$ cat config.mk
export PLATFORM = sky130hd
export DESIGN_NAME = tsa_fifo
export DESIGN_NICKNAME = d
export VERILOG_FILES = /design/src/rtl/core/tsa_pkg.sv /design/src/rtl/core/tsa_fifo.sv
export SDC_FILE = /design/constraint.sdc
export NUM_CORES = 1
export LEC_CHECK = 0
export BUFFER_PORTS_ARGS = -buffer_cell sky130_fd_sc_hd__buf_2
export CAP_MARGIN = 30
export CORE_ASPECT_RATIO = 0.8
export CORE_UTILIZATION = 35
export CTS_CLUSTER_DIAMETER = 80
export DETAILED_ROUTE_END_ITERATION = 16
export GPL_TIMING_DRIVEN = 0
export PLACE_DENSITY = 0.54
export SLEW_MARGIN = 20
export SYNTH_ARGS = -nofsm -noshare
export SYNTH_HDL_FRONTEND = slang
export SYNTH_SLANG_ARGS = --single-unit
$ cat constraint.sdc
create_clock -name clk -period 5.08 [get_ports clk]
set_input_delay 0.508 -clock clk [delete_from_list [all_inputs] [get_ports clk]]
set_output_delay 0.508 -clock clk [all_outputs]
set_load 0.02 [all_outputs]
$ cat src/rtl/core/tsa_pkg.sv
// ============================================================================
// tsa_pkg: shared constants, types and helpers for the solid angle engine
// Holds the widths of the fixed-point datapath, the CORDIC arctangent table
// and the struct that carries one classified item from front to back.
// ============================================================================
package tsa_pkg;

    localparam int COORD_WIDTH_DEF     = 16;
    localparam int ANGLE_FRAC_BITS_DEF = 16;
    localparam int CORDIC_STEPS_DEF    = 20;

    // Magnitudes handed to the CORDIC are at most this many bits.
    localparam int CordicLimit = 60;
    // Working width of the CORDIC x and y registers (sign and growth room).
    localparam int CW = 64;
    localparam int ZW = 34;

    localparam logic [ZW-1:0] PI_Q30      = 34'd3373259426;
    localparam logic [ZW-1:0] HALF_PI_Q30 = 34'd1686629713;

    function automatic logic [31:0] atan_q30(input int i);
        logic [31:0] r;
        begin
            case (i)
                0: r = 32'h3243F6A8;  1: r = 32'h1DAC6705;  2: r = 32'h0FADBAFC;
                3: r = 32'h07F56EA6;  4: r = 32'h03FEAB76;  5: r = 32'h01FFD55B;
                6: r = 32'h00FFFAAA;  7: r = 32'h007FFF55;  8: r = 32'h003FFFEA;
                9: r = 32'h001FFFFD; 10: r = 32'h000FFFFF; 11: r = 32'h0007FFFF;
                12: r = 32'h0003FFFF; 13: r = 32'h0001FFFF; 14: r = 32'h0000FFFF;
                15: r = 32'h00007FFF; 16: r = 32'h00003FFF; 17: r = 32'h00001FFF;
                18: r = 32'h00000FFF; 19: r = 32'h000007FF; 20: r = 32'h000003FF;
                21: r = 32'h000001FF; 22: r = 32'h000000FF; 23: r = 32'h0000007F;
                24: r = 32'h0000003F; 25: r = 32'h0000001F; 26: r = 32'h0000000F;
                27: r = 32'h00000008; 28: r = 32'h00000004; 29: r = 32'h00000002;
                30: r = 32'h00000001;
                default: r = 32'h0;
            endcase
            return r;
        end
    endfunction

    // One classified item: CORDIC start vector and its special-case flags.
    typedef struct packed {
        logic          zero_det;
        logic          degen;
        logic [CW-1:0] x;
        logic [CW-1:0] y;
        logic [ZW-1:0] z;
    } tsa_item_t;

endpackage

$ cat src/rtl/core/tsa_fifo.sv
// ============================================================================
// tsa_fifo: short decoupling queue
// Four-entry queue between the geometry front end and the CORDIC back end.
// ============================================================================
module tsa_fifo
    import tsa_pkg::*;
(
    input  logic      clk,
    input  logic      rst_n,
    input  logic      wr_valid,
    output logic      wr_ready,
    input  tsa_item_t wr_data,
    output logic      rd_valid,
    input  logic      rd_ready,
    output tsa_item_t rd_data
);
    tsa_item_t mem_reg [4];
    logic [1:0] wp_reg, rp_reg;
    logic [2:0] cnt_reg;
    logic wr, rd;

    assign wr_ready = (cnt_reg != 3'd4);
    assign rd_valid = (cnt_reg != 3'd0);
    assign wr = wr_valid && wr_ready;
    assign rd = rd_valid && rd_ready;
    assign rd_data = mem_reg[rp_reg];

    always_ff @(posedge clk)
    begin
        if (wr)
            mem_reg[wp_reg] <= wr_data;
    end

    always_ff @(posedge clk or negedge rst_n)
    begin
        if (!rst_n)
        begin
            wp_reg  <= '0;
            rp_reg  <= '0;
            cnt_reg <= '0;
        end
        else
        begin
            if (wr) wp_reg <= wp_reg + 2'd1;
            if (rd) rp_reg <= rp_reg + 2'd1;
            cnt_reg <= cnt_reg + 3'(wr) - 3'(rd);
        end
    end

endmodule

==> impl_results.md <==
* Slowest stage delay, CP at 680 ps
* Synth Register Bits at 663
* Cell taking the most area after synthesis: edfxtp_1
* Leak Pwr at 10.0 nW
* Main flop type after synthesis: edfxtp_1
* Critical path's slowest cell: clkbuf_1
* Fin. Hold Viols at 0
* Cts hold-fix bufs at 1
* Initial antenna violation count at 11
* Number of gates resized after CTS at 0
* # setup viols final at 0
* Total track usage at 0.145
* Slew Limit Headroom at 0.406
* Commonest non-fill, non-tap cells in the layout: edfxtp_1 (656), buf_2 (351), mux4_2 (164)
* Seq/Total Area, Yosys at 0.823
* Power per standard cell area at 620 nW/um2
* Final min period at 3170 ps
* # nets final at 1499
* Status: finished, final reports clean
* Vias in the first global route at 11715
* Power Total at 18.4 mW
* Crit path capture type: output pin
* Critical setup path kind: reg2out
* CTS clk-pin slew, worst paths at 60 ps
* Layout cells sized above 1 at 0.475
* Antenna viol nets, final at 0
* Top Ports at 334
* Post-synth EDFFs at 656
* Die width at 296 um
* CTS tree: yes
* DRC Markers at 0
* Slew Limit Fails at 0
* Syn Inst Count at 898
* Core area at 67700 um2
* Max-Cap Viols at 0
* Netlist cell types at 21
* Cell breakdown of the critical path: clkbuf_1 > buf_2 > mux4_2 > buf_2
* Via count at 10902
* Die height at 237 um
* CP max FO at 10
* Syn Std Cell Area at 24100 um2
* Bufs on Longest Clock Path at 3
* Avg WL per Cell at 21.9 um
* H-tree Lvls at 3
* Critical path arrival at 2660 ps
* Syn_area_per_cell at 26.9 um2
* FP Rows at 85
* GRT overflow at 0
* Cts bufs inserted at 70
* Placed inst area at 27400 um2
* Largest net degree at the start of global routing at 39
* 1st-iter DRT viols at 601
* Port Buffers at 333
* Top delay family on crit path: buffers and inverters
* Fmax at 0.315 GHz
* First-pass GRT wire length at 74.5 mm
* Starting Density at 0.356
* Clk Latency, worst-skew pair at 590 ps
* Final WL at 50.1 mm
* Hold Path Class: in2reg
* Fill count at 5833
* Cell area after layout at 29700 um2
* Syn Nets at 1073
* Drt pass-1 iters at 5
* Crit path top cell by count: buf_2
* CTS Sinks at 663
* RSZ-0062 raised after global routing: false
* Req. time, crit path at 4570 ps
* Die area at 70000 um2
* CTS root buffer: clkbuf_16
* Worst Max-Slew Pin Slew at 891 ps
* WP buf/inv at 3
* DP Wirelength at 32.2 mm
* Synth top area share at 0.816
* Vias per cell at 4.76
* Post-CTS Setup Inserts at 0
* Worst Setup Start Kind: register
* Fin crit share at 0.624
* GPL Wtd Cong at 0.710
* Synth top area cells: edfxtp_1 (82%), mux4_2 (15%), buf_6 (0.75%)
* Layout area overhead at 23.0%
* Commonest non-fill, non-tap cell in the layout: edfxtp_1
* Post-synth ARST share at 0.0106
* Max IR drop VDD at 301 uV
* Synth Warn # at 0
* Clock Skew at 27.5 ps
* Setup TNS at 0 ps
* Largest register FFs at 656
==> routing by layer <==
| metal | wire (um) | vias to the layer above | global-route usage | part of all wire |
|---|---|---|---|---|
| li1 | - | 4790 | - | - |
| met1 | 21400 | 5718 | 0.192 | 0.43 |
| met2 | 23700 | 279 | 0.226 | 0.47 |
| met3 | 3640 | 101 | 0.0484 | 0.073 |
| met4 | 1220 | 14 | 0.0451 | 0.024 |
| met5 | 95 | - | 0 | 0.0019 |
==> where the power goes <==
group          leakage [nW]  total, mW  internal, mW  switching [mW]
clock                  1.09       4.99          2.94            2.05
sequential             6.09       7.40          7.19           0.214
combinational          2.86       6.04          2.44            3.60
total                  10.0       18.4          12.6            5.86
==> final timing paths <==
check	start	to	slack, ps	cells after the start
max	rp_reg[1]	rd_data[70]	1910	4
min	wr_data[163]	mem_reg[3][163]	130	1
max reg2reg	cnt_reg[1]	cnt_reg[2]	2440	9
min reg2reg	wp_reg[1]	wp_reg[1]	630	2
max in group asynchronous	rst_n	wp_reg[1]	4610	2
min in group asynchronous	rst_n	cnt_reg[2]	310	2
==> logic make-up (layout without fill, tap and decap cells) <==
| group | after synthesis | in the layout | share of synthesized area |
|---|---|---|---|
| muxes | 164 | 164 | 0.153 |
| and+or+nand+nor | 13 | 13 | 0.00415 |
| buffers and inverters | 43 | 521 | 0.0131 |
| DFF | 663 | 663 | 0.823 |
| adders and majority gates | 7 | 7 | 0.00394 |
| AOI/OAI and AO/OA | 4 | 4 | 0.00135 |
| xor gates and xnor gates | 4 | 4 | 0.00145 |
| other | 0 | 3 | 0 |
==> synthesized netlist by cell type (2+ instances only) <==
| library cell | instances |
|---|---|
| dfrtp_1 | 7 |
| edfxtp_1 | 656 |
| clkbuf_1 | 2 |
| buf_6 | 16 |
| o211ai_1 | 2 |
| ha_1 | 6 |
| inv_1 | 6 |
| xnor2_1 | 3 |
| mux4_2 | 164 |
| buf_2 | 18 |
| and3b_1 | 4 |
| nand4bb_1 | 2 |
| nand2b_1 | 4 |
==> stage by stage <==
step	setup WS (ps)	instances	hold slack, ps	util
finish	1910	2292	126	0.439
global route	1680	2289	90.8	0.438
floorplan	34.4	898	212	-
CTS	1730	2289	73.3	0.438
global placement	-3690	2144	354	0.398
detailed placement	2400	2164	354	0.405
==> layout make-up <==
cell class / count / area [um2] / share of cell area
diodes: 3 / 7.51 / 0.000253
inverters: 6 / 22.5 / 0.000758
well taps: 913 / 1140 / 0.0385
flip-flops and latches: 663 / 19900 / 0.669
clock inverters: 39 / 374 / 0.0126
clock buffers: 85 / 1870 / 0.0630
multi-input cells: 192 / 3970 / 0.134
plain buffers: 37 / 293 / 0.00986
repair buffers: 354 / 2150 / 0.0724
Power figures use the tool's default switching activity.
